## src/hw/rtl/abkf_pkg.sv

```systemverilog
// Package for the angle and gyro bias Kalman filter unit.
// Holds fixed field widths, register indexes, reset values and sequencer op codes.
// No dependencies.
`timescale 1ns / 1ps

package abkf_pkg;

  // Fixed field widths of the stream and configuration ports.
  localparam int unsigned ValW   = 32;
  localparam int unsigned NoiseW = 24;
  localparam int unsigned Frac   = 24;
  localparam int unsigned InW    = 88;
  localparam int unsigned OutW   = 96;
  localparam int unsigned CfgIdxW = 2;

  // Configuration register indexes.
  localparam logic [CfgIdxW-1:0] REG_Q_ANGLE = 2'd0;
  localparam logic [CfgIdxW-1:0] REG_Q_BIAS  = 2'd1;
  localparam logic [CfgIdxW-1:0] REG_R_MEAS  = 2'd2;

  // Reset values of the noise registers (Q0.24).
  localparam logic [NoiseW-1:0] Q_ANGLE_RST = 24'd16777;
  localparam logic [NoiseW-1:0] Q_BIAS_RST  = 24'd50332;
  localparam logic [NoiseW-1:0] R_MEAS_RST  = 24'd503316;

  // Sequencer operations, run in this order for every request.
  localparam int unsigned OpW = 4;
  localparam logic [OpW-1:0] OP_DT_OMEGA = 4'd0;
  localparam logic [OpW-1:0] OP_DT_P11   = 4'd1;
  localparam logic [OpW-1:0] OP_DT_INNER = 4'd2;
  localparam logic [OpW-1:0] OP_QB_DT    = 4'd3;
  localparam logic [OpW-1:0] OP_DIV_K0   = 4'd4;
  localparam logic [OpW-1:0] OP_DIV_K1   = 4'd5;
  localparam logic [OpW-1:0] OP_K0_Y     = 4'd6;
  localparam logic [OpW-1:0] OP_K1_Y     = 4'd7;
  localparam logic [OpW-1:0] OP_K1_P00   = 4'd8;
  localparam logic [OpW-1:0] OP_K1_P01   = 4'd9;
  localparam logic [OpW-1:0] OP_K0_P00   = 4'd10;
  localparam logic [OpW-1:0] OP_K0_P01   = 4'd11;

endpackage

```

## src/hw/rtl/angle_bias_kalman_filter_unit.sv

```systemverilog
// Each request is computed by one shared shift-and-add multiplier and restoring
// divider, which retires one bit per cycle over ten products and two
// quotients. The block takes a new request while the previous result still
// waits on the output side; it is otherwise busy until the update finishes.
// Values are signed Q16.16, covariances signed Q8.24, noise settings Q0.24.
// Top level of the angle and gyro bias Kalman filter; uses abkf_pkg.
`timescale 1ns / 1ps

module angle_bias_kalman_filter_unit #(
  parameter int unsigned DATA_WIDTH = 32
) (
  input  logic                              clk_i,
  input  logic                              rst_ni,
  // Configuration write port.
  input  logic                              cfg_we_i,
  input  logic [abkf_pkg::CfgIdxW-1:0]      cfg_index_i,
  input  logic [abkf_pkg::NoiseW-1:0]       cfg_data_i,
  // Request stream.
  input  logic                              s_axis_tvalid,
  output logic                              s_axis_tready,
  // angle_measured[31:0], rate_measured[63:32], time_step[87:64]
  input  logic [abkf_pkg::InW-1:0]          s_axis_tdata,
  // Result stream.
  output logic                              m_axis_tvalid,
  input  logic                              m_axis_tready,
  // filtered_angle[31:0], estimated_bias[63:32], corrected_rate[95:64]
  output logic [abkf_pkg::OutW-1:0]         m_axis_tdata
);

  localparam int unsigned W   = DATA_WIDTH;
  localparam int unsigned EW  = ((W > 32) ? W : 32) + 4;
  localparam int unsigned NB  = W + abkf_pkg::Frac;
  localparam int unsigned CW  = $clog2(NB + 1);

  localparam logic signed [EW-1:0] SAT_HI = EW'((64'sd1 <<< (W - 1)) - 64'sd1);
  localparam logic signed [EW-1:0] SAT_LO = EW'(-(64'sd1 <<< (W - 1)));
  localparam logic signed [EW-1:0] S32_HI = EW'(64'sd2147483647);
  localparam logic signed [EW-1:0] S32_LO = EW'(-64'sd2147483648);

  localparam logic [2:0] ST_IDLE = 3'd0;
  localparam logic [2:0] ST_LOAD = 3'd1;
  localparam logic [2:0] ST_RUN  = 3'd2;
  localparam logic [2:0] ST_WB   = 3'd3;
  localparam logic [2:0] ST_DONE = 3'd4;

  // Saturate a wide intermediate to the state width.
  function automatic logic signed [W-1:0] sat_w(input logic signed [EW-1:0] x);
    logic signed [EW-1:0] r;
    r = x;
    if (x > SAT_HI) r = SAT_HI;
    if (x < SAT_LO) r = SAT_LO;
    return r[W-1:0];
  endfunction

  // Saturate a wide intermediate to a 32-bit output field.
  function automatic logic [31:0] sat_32(input logic signed [EW-1:0] x);
    logic signed [EW-1:0] r;
    r = x;
    if (x > S32_HI) r = S32_HI;
    if (x < S32_LO) r = S32_LO;
    return r[31:0];
  endfunction

  // Magnitude of a signed intermediate.
  function automatic logic [EW-1:0] mag(input logic signed [EW-1:0] x);
    return x[EW-1] ? EW'(-x) : EW'(x);
  endfunction

  logic [2:0] state_q, state_d;
  logic [abkf_pkg::OpW-1:0] op_q;
  logic [CW-1:0] cnt_q;

  logic [abkf_pkg::NoiseW-1:0] qa_q, qb_q, rm_noise_q;
  logic signed [W-1:0] ang_q, bias_q, p00_q, p01_q, p10_q, p11_q;
  logic signed [W-1:0] omega_q, k0_q, k1_q;
  logic signed [EW-1:0] inner_q, s_q, y_q;
  logic signed [31:0] am_q;
  logic [abkf_pkg::NoiseW-1:0] dt_q;

  // Shared arithmetic unit: serial multiplier and restoring divider.
  logic is_div_q, neg_q;
  logic [EW-1:0] hi_q, lo_q, b_q;
  logic [W:0] rem_q, d_q;
  logic [NB-1:0] nq_q;

  logic m_valid_q;
  logic [abkf_pkg::OutW-1:0] m_data_q;

  logic signed [EW-1:0] opa, opb, res;
  logic op_div;
  logic [EW-1:0] amag, bmag;

  logic signed [EW-1:0] dt_e, qa_e, qb_e, rn_e;
  assign dt_e = $signed({{(EW - abkf_pkg::NoiseW){1'b0}}, dt_q});
  assign qa_e = $signed({{(EW - abkf_pkg::NoiseW){1'b0}}, qa_q});
  assign qb_e = $signed({{(EW - abkf_pkg::NoiseW){1'b0}}, qb_q});
  assign rn_e = $signed({{(EW - abkf_pkg::NoiseW){1'b0}}, rm_noise_q});

  // Operand selection for the current operation.
  always_comb begin
    opa = '0;
    opb = '0;
    op_div = 1'b0;
    case (op_q)
      abkf_pkg::OP_DT_OMEGA: begin opa = dt_e;          opb = EW'(omega_q); end
      abkf_pkg::OP_DT_P11:   begin opa = dt_e;          opb = EW'(p11_q);   end
      abkf_pkg::OP_DT_INNER: begin opa = dt_e;          opb = inner_q;      end
      abkf_pkg::OP_QB_DT:    begin opa = qb_e;          opb = dt_e;         end
      abkf_pkg::OP_DIV_K0:   begin opa = EW'(p00_q);    opb = s_q; op_div = 1'b1; end
      abkf_pkg::OP_DIV_K1:   begin opa = EW'(p10_q);    opb = s_q; op_div = 1'b1; end
      abkf_pkg::OP_K0_Y:     begin opa = EW'(k0_q);     opb = y_q;          end
      abkf_pkg::OP_K1_Y:     begin opa = EW'(k1_q);     opb = y_q;          end
      abkf_pkg::OP_K1_P00:   begin opa = EW'(k1_q);     opb = EW'(p00_q);   end
      abkf_pkg::OP_K1_P01:   begin opa = EW'(k1_q);     opb = EW'(p01_q);   end
      abkf_pkg::OP_K0_P00:   begin opa = EW'(k0_q);     opb = EW'(p00_q);   end
      abkf_pkg::OP_K0_P01:   begin opa = EW'(k0_q);     opb = EW'(p01_q);   end
      default:               begin opa = '0;            opb = '0;           end
    endcase
  end

  assign amag = mag(opa);
  assign bmag = mag(opb);

  // Rounded product or clamped quotient, with sign applied.
  logic [2*EW:0]      rnd;
  logic [2*EW-24:0]   msh;
  logic [EW-1:0]      mc, qc;
  always_comb begin
    rnd = {1'b0, hi_q, lo_q} + ((2*EW+1)'(1) << (abkf_pkg::Frac - 1));
    msh = rnd[2*EW:abkf_pkg::Frac];
    mc  = (|msh[2*EW-24:EW-2]) ? (EW'(1) << (EW - 2)) : msh[EW-1:0];
    qc  = (nq_q > (NB'(1) << (W - 1))) ? (EW'(1) << (W - 1)) : EW'(nq_q);
    if (is_div_q) begin
      if (d_q == '0) res = '0;
      else res = neg_q ? -$signed(qc) : $signed(qc);
    end else begin
      res = neg_q ? -$signed(mc) : $signed(mc);
    end
  end

  assign s_axis_tready = (state_q == ST_IDLE);
  assign m_axis_tvalid = m_valid_q;
  assign m_axis_tdata  = m_data_q;

  // Next state of the sequencer.
  always_comb begin
    state_d = state_q;
    case (state_q)
      ST_IDLE: if (s_axis_tvalid) state_d = ST_LOAD;
      ST_LOAD: state_d = ST_RUN;
      ST_RUN:  if (cnt_q == CW'(1)) state_d = ST_WB;
      ST_WB:   state_d = (op_q == abkf_pkg::OP_K0_P01) ? ST_DONE : ST_LOAD;
      ST_DONE: if (!m_valid_q || m_axis_tready) state_d = ST_IDLE;
      default: state_d = ST_IDLE;
    endcase
  end

  // Control registers and output handshake.
  always_ff @(posedge clk_i or negedge rst_ni) begin
    if (!rst_ni) begin
      state_q    <= ST_IDLE;
      op_q       <= abkf_pkg::OP_DT_OMEGA;
      cnt_q      <= '0;
      m_valid_q  <= 1'b0;
      qa_q       <= abkf_pkg::Q_ANGLE_RST;
      qb_q       <= abkf_pkg::Q_BIAS_RST;
      rm_noise_q <= abkf_pkg::R_MEAS_RST;
      ang_q      <= '0;
      bias_q     <= '0;
      p00_q      <= '0;
      p01_q      <= '0;
      p10_q      <= '0;
      p11_q      <= '0;
    end else begin
      state_q <= state_d;

      // A finished update fills the output register once it is free.
      if (state_q == ST_DONE && (!m_valid_q || m_axis_tready)) begin
        m_valid_q <= 1'b1;
      end else if (m_valid_q && m_axis_tready) begin
        m_valid_q <= 1'b0;
      end

      // Configuration writes; an unknown index is dropped.
      if (cfg_we_i) begin
        case (cfg_index_i)
          abkf_pkg::REG_Q_ANGLE: qa_q       <= cfg_data_i;
          abkf_pkg::REG_Q_BIAS:  qb_q       <= cfg_data_i;
          abkf_pkg::REG_R_MEAS:  rm_noise_q <= cfg_data_i;
          default: ;
        endcase
      end

      case (state_q)
        ST_IDLE: begin
          op_q <= abkf_pkg::OP_DT_OMEGA;
        end
        ST_LOAD: begin
          cnt_q <= op_div ? CW'(NB) : CW'(EW);
        end
        ST_RUN: begin
          cnt_q <= cnt_q - CW'(1);
        end
        ST_WB: begin
          if (op_q != abkf_pkg::OP_K0_P01) op_q <= op_q + abkf_pkg::OpW'(1);
          case (op_q)
            abkf_pkg::OP_DT_OMEGA: ang_q <= sat_w(EW'(ang_q) + res);
            abkf_pkg::OP_DT_P11: begin
              p01_q <= sat_w(EW'(p01_q) - res);
              p10_q <= sat_w(EW'(p10_q) - res);
            end
            abkf_pkg::OP_DT_INNER: p00_q <= sat_w(EW'(p00_q) + res);
            abkf_pkg::OP_QB_DT:    p11_q <= sat_w(EW'(p11_q) + res);
            abkf_pkg::OP_K0_Y:     ang_q <= sat_w(EW'(ang_q) + res);
            abkf_pkg::OP_K1_Y:     bias_q <= sat_w(EW'(bias_q) + res);
            abkf_pkg::OP_K1_P00:   p10_q <= sat_w(EW'(p10_q) - res);
            abkf_pkg::OP_K1_P01:   p11_q <= sat_w(EW'(p11_q) - res);
            abkf_pkg::OP_K0_P00:   p00_q <= sat_w(EW'(p00_q) - res);
            abkf_pkg::OP_K0_P01:   p01_q <= sat_w(EW'(p01_q) - res);
            default: ;
          endcase
        end
        default: ;
      endcase
    end
  end

  // Payload registers: request capture, temporaries and the arithmetic unit.
  always_ff @(posedge clk_i) begin
    if (state_q == ST_IDLE && s_axis_tvalid) begin
      am_q    <= s_axis_tdata[31:0];
      dt_q    <= s_axis_tdata[87:64];
      omega_q <= sat_w(EW'($signed(s_axis_tdata[63:32])) - EW'(bias_q));
    end

    if (state_q == ST_LOAD) begin
      is_div_q <= op_div;
      neg_q    <= opa[EW-1] ^ opb[EW-1];
      hi_q     <= '0;
      lo_q     <= amag;
      b_q      <= bmag;
      rem_q    <= '0;
      d_q      <= bmag[W:0];
      nq_q     <= {amag[W-1:0], {abkf_pkg::Frac{1'b0}}};
    end

    // One bit per cycle: shift-add for products, restoring step for quotients.
    if (state_q == ST_RUN) begin
      if (is_div_q) begin
        logic [W+1:0] rn;
        rn = {rem_q, nq_q[NB-1]};
        if (rn >= {1'b0, d_q}) begin
          rem_q <= (W+1)'(rn - {1'b0, d_q});
          nq_q  <= {nq_q[NB-2:0], 1'b1};
        end else begin
          rem_q <= rn[W:0];
          nq_q  <= {nq_q[NB-2:0], 1'b0};
        end
      end else begin
        logic [EW:0] sum;
        sum = lo_q[0] ? ({1'b0, hi_q} + {1'b0, b_q}) : {1'b0, hi_q};
        hi_q <= sum[EW:1];
        lo_q <= {sum[0], lo_q[EW-1:1]};
      end
    end

    // Temporaries that follow some of the writebacks.
    if (state_q == ST_WB) begin
      case (op_q)
        abkf_pkg::OP_DT_P11: inner_q <= res - EW'(p01_q) - EW'(p10_q) + qa_e;
        abkf_pkg::OP_QB_DT:  s_q     <= EW'(p00_q) + rn_e;
        abkf_pkg::OP_DIV_K0: k0_q    <= sat_w(res);
        abkf_pkg::OP_DIV_K1: begin
          k1_q <= sat_w(res);
          y_q  <= EW'(am_q) - EW'(ang_q);
        end
        default: ;
      endcase
    end

    if (state_q == ST_DONE && (!m_valid_q || m_axis_tready)) begin
      m_data_q <= {sat_32(EW'(omega_q)), sat_32(EW'(bias_q)), sat_32(EW'(ang_q))};
    end
  end

`ifndef NO_ASSERTIONS
  // A result only appears at the end of an update.
  a_out_from_done: assert property (@(posedge clk_i) disable iff (!rst_ni)
    $rose(m_valid_q) |-> $past(state_q == ST_DONE))
    else $error("result raised outside the done state");

  // The shared unit never runs with an exhausted bit counter.
  a_cnt_live: assert property (@(posedge clk_i) disable iff (!rst_ni)
    (state_q == ST_RUN) |-> (cnt_q != '0))
    else $error("arithmetic unit running with zero count");

  // The op index never passes the last operation.
  a_op_range: assert property (@(posedge clk_i) disable iff (!rst_ni)
    (op_q <= abkf_pkg::OP_K0_P01))
    else $error("sequencer op index out of range");

  // An accepted request starts the first operation next cycle.
  a_accept_load: assert property (@(posedge clk_i) disable iff (!rst_ni)
    (s_axis_tvalid && s_axis_tready) |=> (state_q == ST_LOAD && op_q == abkf_pkg::OP_DT_OMEGA))
    else $error("accepted request did not start the sequencer");
`endif

endmodule
```

## config.mk

```make
export PLATFORM = sky130hd
export DESIGN_NAME = angle_bias_kalman_filter_unit
export DESIGN_NICKNAME = d
export VERILOG_FILES = /design/src/hw/rtl/abkf_pkg.sv /design/src/hw/rtl/angle_bias_kalman_filter_unit.sv
export SDC_FILE = /design/constraint.sdc
export NUM_CORES = 2
export LEC_CHECK = 0
export BUFFER_PORTS_ARGS = -buffer_cell sky130_fd_sc_hd__buf_2
export CAP_MARGIN = 20
export CORE_MARGIN = 2
export CORE_UTILIZATION = 59
export CTS_BUF_LIST = sky130_fd_sc_hd__clkbuf_4
export DETAILED_ROUTE_END_ITERATION = 16
export GPL_TIMING_DRIVEN = 0
export PLACE_DENSITY = 0.79
export SETUP_SLACK_MARGIN = 0.1
export SYNTH_ARGS = -nofsm -noshare
export SYNTH_HDL_FRONTEND = slang
export SYNTH_SLANG_ARGS = --single-unit
```

## constraint.sdc

```tcl
create_clock -name clk_i -period 7.7 [get_ports clk_i]
set_input_delay 0.385 -clock clk_i [delete_from_list [all_inputs] [get_ports clk_i]]
set_output_delay 0.385 -clock clk_i [all_outputs]
set_load 0.01 [all_outputs]
```

* Word level (Yosys, flattened, before mapping)
Index checks and enable logic that the tools add are counted.
Storage, ports and cells: flip-flop bits (word level) 866, word-level logic and storage cells 209
Cells by class: $add $sub $neg 23, $lt $le $gt $ge 28, equal/unequal tests 23, muxes and demuxes 61, bitwise gates (word level) 1, reductions and logical operators 40
Operators by type and width (count):
- 2-to-1 mux 32 bit | 22
- 2-to-1 mux 36 bit | 13
- greater-than comparator 36 x 32 -> 1 bit, second input constant | 9
- < comparator 36 x 32 -> 1 bit, second input constant | 9
- case mux 36 bit (8 select lines) | 1
- case mux 36 bit (6 select lines) | 1
- 2-to-1 mux 56 bit | 3
- adder 32 x 36 -> 36 bit | 4
- negator 36 bit | 4
- subtractor 32 x 36 -> 36 bit | 4
- 2-to-1 mux 33 bit | 4
- case mux 32 bit (2 select lines) | 2
- greater-than comparator 32 bit, second input constant | 3
- < comparator 32 bit, second input constant | 3
- adder 72 x 24 -> 73 bit, second input constant | 1
- subtractor 36 x 32 -> 36 bit | 2
- subtractor 32 x 32 -> 33 bit | 2
- greater-than comparator 56 x 32 -> 1 bit, second input constant | 1
- adder 36 x 36 -> 37 bit | 1
- 2-to-1 mux 37 bit | 1
- adder 36 x 25 -> 36 bit | 1
- 2-to-1 mux 35 bit | 1
- >= comparator 34 x 33 -> 1 bit | 1
- adder 32 x 25 -> 33 bit | 1
- 39 further kinds | 82

* Logic depth before layout (Yosys ltp)
depth in word-level cells 11, depth in mapped cells 39

* Worst setup path after synthesis
No wires, ideal clock.
kind register to register, start reg hi_q[4], end reg inner_q[35] (data pin), arrival time 8.069 ns, path slack -0.629 ns, cell stages (with the launch flop) 31, path buffers 5, period minus slack after synthesis 8.329 ns, path through dfxtp_1 buf_2 and4_1 buf_4 nand4_2 or4_1 mux2_1 o211ai_1 nand4b_1 buf_4 buf_2 clkbuf_1 nand2b_1 o21ai_0 o21ai_0 fa_1 inv_1 ha_1 a21o_1 a21oi_1 o21bai_1 a31o_1 a211o_1 o311ai_1 o31ai_1 a211oi_1 nor4_1 or4_1 a31o_2 a21oi_1 xnor2_1
On the way: longest elaborated chain between the ends 9
RTL lines:
- start: declaration | RTL line angle_bias_kalman_filter_unit.sv:82 | logic [EW-1:0] hi_q, lo_q, b_q;
- start signal: assignment | RTL line angle_bias_kalman_filter_unit.sv:262 | hi_q <= sum[EW:1];
- adder 72 x 24 -> 73 bit * | RTL line angle_bias_kalman_filter_unit.sv:129 | rnd = {1'b0, hi_q, lo_q} + ((2*EW+1)'(1) << (abkf_pkg::Frac - 1));
- OR reduction 15 bit | RTL line angle_bias_kalman_filter_unit.sv:131 | mc = (|msh[2*EW-24:EW-2]) ? (EW'(1) << (EW - 2)) : msh[EW-1:0];
- 2-to-1 mux 36 bit * | RTL line angle_bias_kalman_filter_unit.sv:131
- negator 36 bit | RTL line angle_bias_kalman_filter_unit.sv:137 | res = neg_q ? -$signed(mc) : $signed(mc);
- 2-to-1 mux 36 bit * | RTL line angle_bias_kalman_filter_unit.sv:137
- 2-to-1 mux 36 bit * | RTL line angle_bias_kalman_filter_unit.sv:133 | if (is_div_q) begin
- subtractor 36 x 32 -> 36 bit * (2 in a row) | RTL line angle_bias_kalman_filter_unit.sv:270 | abkf_pkg::OP_DT_P11: inner_q <= res - EW'(p01_q) - EW'(p10_q) + qa_e;
- adder 36 x 25 -> 36 bit * | RTL line angle_bias_kalman_filter_unit.sv:270
- end signal: assignment | RTL line angle_bias_kalman_filter_unit.sv:270
- end: declaration | RTL line angle_bias_kalman_filter_unit.sv:76 | logic signed [EW-1:0] inner_q, s_q, y_q;
Every way passes the cells marked *; elsewhere a longest branch is shown, timed or not. A chain may end at the register's enable or synchronous reset.

* Final worst setup path
start reg lo_q[25], end reg inner_q[35] (data pin)
On the way: longest elaborated chain between the ends 9
RTL lines:
- start: declaration | RTL line angle_bias_kalman_filter_unit.sv:82
- start signal: assignment | RTL line angle_bias_kalman_filter_unit.sv:240 | lo_q <= amag;
- start signal: assignment | RTL line angle_bias_kalman_filter_unit.sv:263 | lo_q <= {sum[0], lo_q[EW-1:1]};
- adder 72 x 24 -> 73 bit * | RTL line angle_bias_kalman_filter_unit.sv:129
- OR reduction 15 bit | RTL line angle_bias_kalman_filter_unit.sv:131
- 2-to-1 mux 36 bit * | RTL line angle_bias_kalman_filter_unit.sv:131
- negator 36 bit | RTL line angle_bias_kalman_filter_unit.sv:137
- 2-to-1 mux 36 bit * | RTL line angle_bias_kalman_filter_unit.sv:137
- 2-to-1 mux 36 bit * | RTL line angle_bias_kalman_filter_unit.sv:133
- subtractor 36 x 32 -> 36 bit * (2 in a row) | RTL line angle_bias_kalman_filter_unit.sv:270
- adder 36 x 25 -> 36 bit * | RTL line angle_bias_kalman_filter_unit.sv:270
Marks and branches as above.

==> results.sh <==
export IMPL_r2r_start="lo_q[25]"
export IMPL_start_util=0.5941
export IMPL_fmax_ghz=0.1255
export IMPL_firstDrtPassIters=9
export IMPL_fin_crit_ps=7971
export IMPL_coreArea_um2=107100
export IMPL_overflow=0
export IMPL_worstPathArrival_ps=9010
export IMPL_startpoint="lo_q[25]"
export IMPL_r2r_end="inner_q[35]"
export IMPL_multi_input_area_um2=40910
export IMPL_final_nets=8847
export IMPL_violations="setup timing"
export IMPL_hold_viol_final=0
export IMPL_synth_area_leaders="edfxtp_1, dfrtp_1, ha_1"
export IMPL_fin_tns_setup_ps=-15070
export IMPL_syn_avg_cell_area_um2=8.871
export IMPL_area_growth_pct=23.03
export IMPL_slew_violations=0
export IMPL_synth_area_um2=63600
export IMPL_crit_type="reg -> reg"
export IMPL_timing_final_ws_setup_ps=-270.8
export IMPL_die_w_um=332.3
export IMPL_hold_class="in -> async"
export IMPL_cts_sinks=827
export IMPL_worst_clock_skew_ps=127.9
export IMPL_std_cell_rows=120
export IMPL_crit_top_cell="buf_6"
export IMPL_cpMaxStageDelayCell="or4_4"
export IMPL_endpoint="inner_q[35]"
export IMPL_drt_iter0_drc=8069
export IMPL_dpl_hpwl_um=185600
export IMPL_rsz0062_at_grt="yes"
export IMPL_critPathMaxStageDelay_ps=580
export IMPL_timing_hold_ws_ps=207.0
export IMPL_insertion_delay_ps=1390
export IMPL_root_buffer="clkbuf_4"
export IMPL_grt_max_degree=111
export IMPL_num_fill_cells=7692
export IMPL_synth_seq_area_share=0.3437
export IMPL_synth_top_area_frac=0.1832
export IMPL_synth_edf_count=388
export IMPL_drv_cap=0
export IMPL_htreeDepth=4
export IMPL_tightest_slew_ps=1457
export IMPL_routed_wl_um=255700
export IMPL_avgRoutedWirePerCell_um=26.19
export IMPL_ys_flop_type="edfxtp_1"
export IMPL_synth_distinct_cells=116
export IMPL_ys_async_sr_fraction=0.3362
export IMPL_route_vias_total=64067
export IMPL_synthCells=7169
export IMPL_relSlewSlack=0.02888
export IMPL_setup_viol=161
export IMPL_die_h_um=332.3
export IMPL_ys_seq_elements=827
export IMPL_cts_tree="built"
export IMPL_numCtsBuffers=222
export IMPL_startpoint_type="register"
export IMPL_place_congestion=1.120
export IMPL_synth_nets=7868
export IMPL_yosysTopAreaCell="edfxtp_1"
export IMPL_synth_commonest_cells="a21oi_1, nor2_1, nand2_1"
export IMPL_drive_above_1_share=0.2011
export IMPL_post_route_period_util=1.035
export IMPL_clock_path_buffers=3
export IMPL_clkTransAtPathRegs_ps=80
export IMPL_grt_pass1_vias=60657
export IMPL_reg2reg_depth=35
export IMPL_viasPerCell=6.564
export IMPL_end_kind="register"
export IMPL_yosysMostFrequentCell="a21oi_1"
export IMPL_ant_nets=0
export IMPL_regArea_um2=21900
export IMPL_cp_required_ps=8740
export IMPL_antenna_found_initial=8
export IMPL_fin_util=0.7309
export IMPL_die_area_um2=110400
export IMPL_ioPinCount=217
export IMPL_io_buffers=216
export IMPL_grt_total_usage=0.4392
export IMPL_grt_pass1_wl_um=367000
export IMPL_outcome="complete, but fails checks"
export IMPL_yosysWarnings=0
export IMPL_drc=0
export IMPL_rrSetupSlack_ps=-270
export IMPL_critPathMaxFanout=7
state kept, by name (all words and copies together), names as in the netlist, 6 cells and up:
signal,count
hi_q,36
rem_q,33
rm_noise_q,24
inner_q,36
qb_q,24
p11_q,32
k0_q,32
am_q,32
cnt_q,6
k1_q,32
y_q,33
omega_q,32
lo_q,36
ang_q,32
dt_q,24
p01_q,32
s_q,33
m_axis_tdata,96
b_q,36
p10_q,32
bias_q,32
nq_q,56
p00_q,32
qa_q,24
logic make-up (layout without fill, tap and decap cells):
kind of cell,after synthesis,in the layout,share of synthesized area
AOI/OAI and AO/OA,2184,2184,0.2252
xor gates and xnor gates,556,556,0.07657
adders and majority gates,581,581,0.1228
buffers and inverters,901,2076,0.05595
DFF,827,827,0.3437
muxes,157,157,0.02627
other,0,14,0
and+or+nand+nor,1963,1963,0.1495
stage by stage:
| stage | area (um^2) | std cells | setup WS [ps] |
|---|---|---|---|
| 2_1_floorplan | 63660 | 7169 | 106.2 |
| 3_3_place_gp | 66500 | 8788 | -4461 |
| 3_5_place_dp | 67100 | 8826 | -3086 |
| 4_1_cts | 75660 | 9607 | -217.4 |
| 5_1_grt | 78220 | 9751 | -351.4 |
| 6_report | 78240 | 9761 | -270.8 |
final cells by class:
type / count / area share
clock inverters: 77 / 0.005853
clock buffers: 343 / 0.03291
multi-input cells: 5441 / 0.5229
well taps: 1403 / 0.02244
repair buffers: 767 / 0.08344
flip-flops and latches: 827 / 0.2799
inverters: 477 / 0.02346
plain buffers: 412 / 0.02874
diodes: 14 / 0.0004477
layer usage:
layer  share of wire  wire length [um]  vias up  track usage
li1                -                 -    28135            -
met1            0.35             90520    30501       0.5327
met4           0.091             23200        8       0.3295
met3            0.13             32370     1101       0.1254
met5         0.00022                56        -            0
met2            0.43            109500     4322       0.6640
critical path: cells and delay by family (launching register included):
kind	cells	cell delay (ps)
simple gates	8	2310
mux	1	210
buf+inv	10	1350
flops	1	330
compound gates	11	2290
fa+ha+maj	3	890
xor+xnor	2	280
worst min-delay path by stage:
stage | to | slack, ps | cells after the start
after CTS | omega_q[0] | 140 | 5
after global placement | lo_q[6] | 440 | 2
after global routing | ang_q[26] | 240 | 4
after floorplan | ang_q[0] | 90 | 0
after detailed placement | bias_q[30] | 390 | 1
final | bias_q[26] | 210 | 4
placed cells by master (no fill, tap or decap), types with 140 or more instances in the layout:
cell type | synthesis | routed
nand3_1 | 219 | 215
buf_2 | 59 | 243
dfrtp_1 | 256 | 256
inv_1 | 472 | 450
nand2_1 | 513 | 506
nor2_1 | 528 | 509
clkbuf_1 | 319 | 278
a21o_1 | 155 | 154
clkbuf_4 | 0 | 352
dlygate4sd3_1 | 0 | 224
buf_4 | 16 | 263
o21ai_0 | 455 | 407
xor2_1 | 154 | 149
a22oi_1 | 164 | 140
a21oi_1 | 551 | 500
ha_1 | 508 | 470
edfxtp_1 | 388 | 388
xnor2_1 | 402 | 392
repair_timing:
action                                  4_1_cts  5_1_grt
gates resized for setup                     479      311
hold buffers                                225        0
pin swaps                                   119      115
buffers inserted                            142      130
endpoints found under the setup margin      219      196
cloned                                        5        8
hold endpoints to repair                    361        0
Power is not shown: default switching activity piles up to over one toggle a cycle in this logic, so the estimate is an artifact.
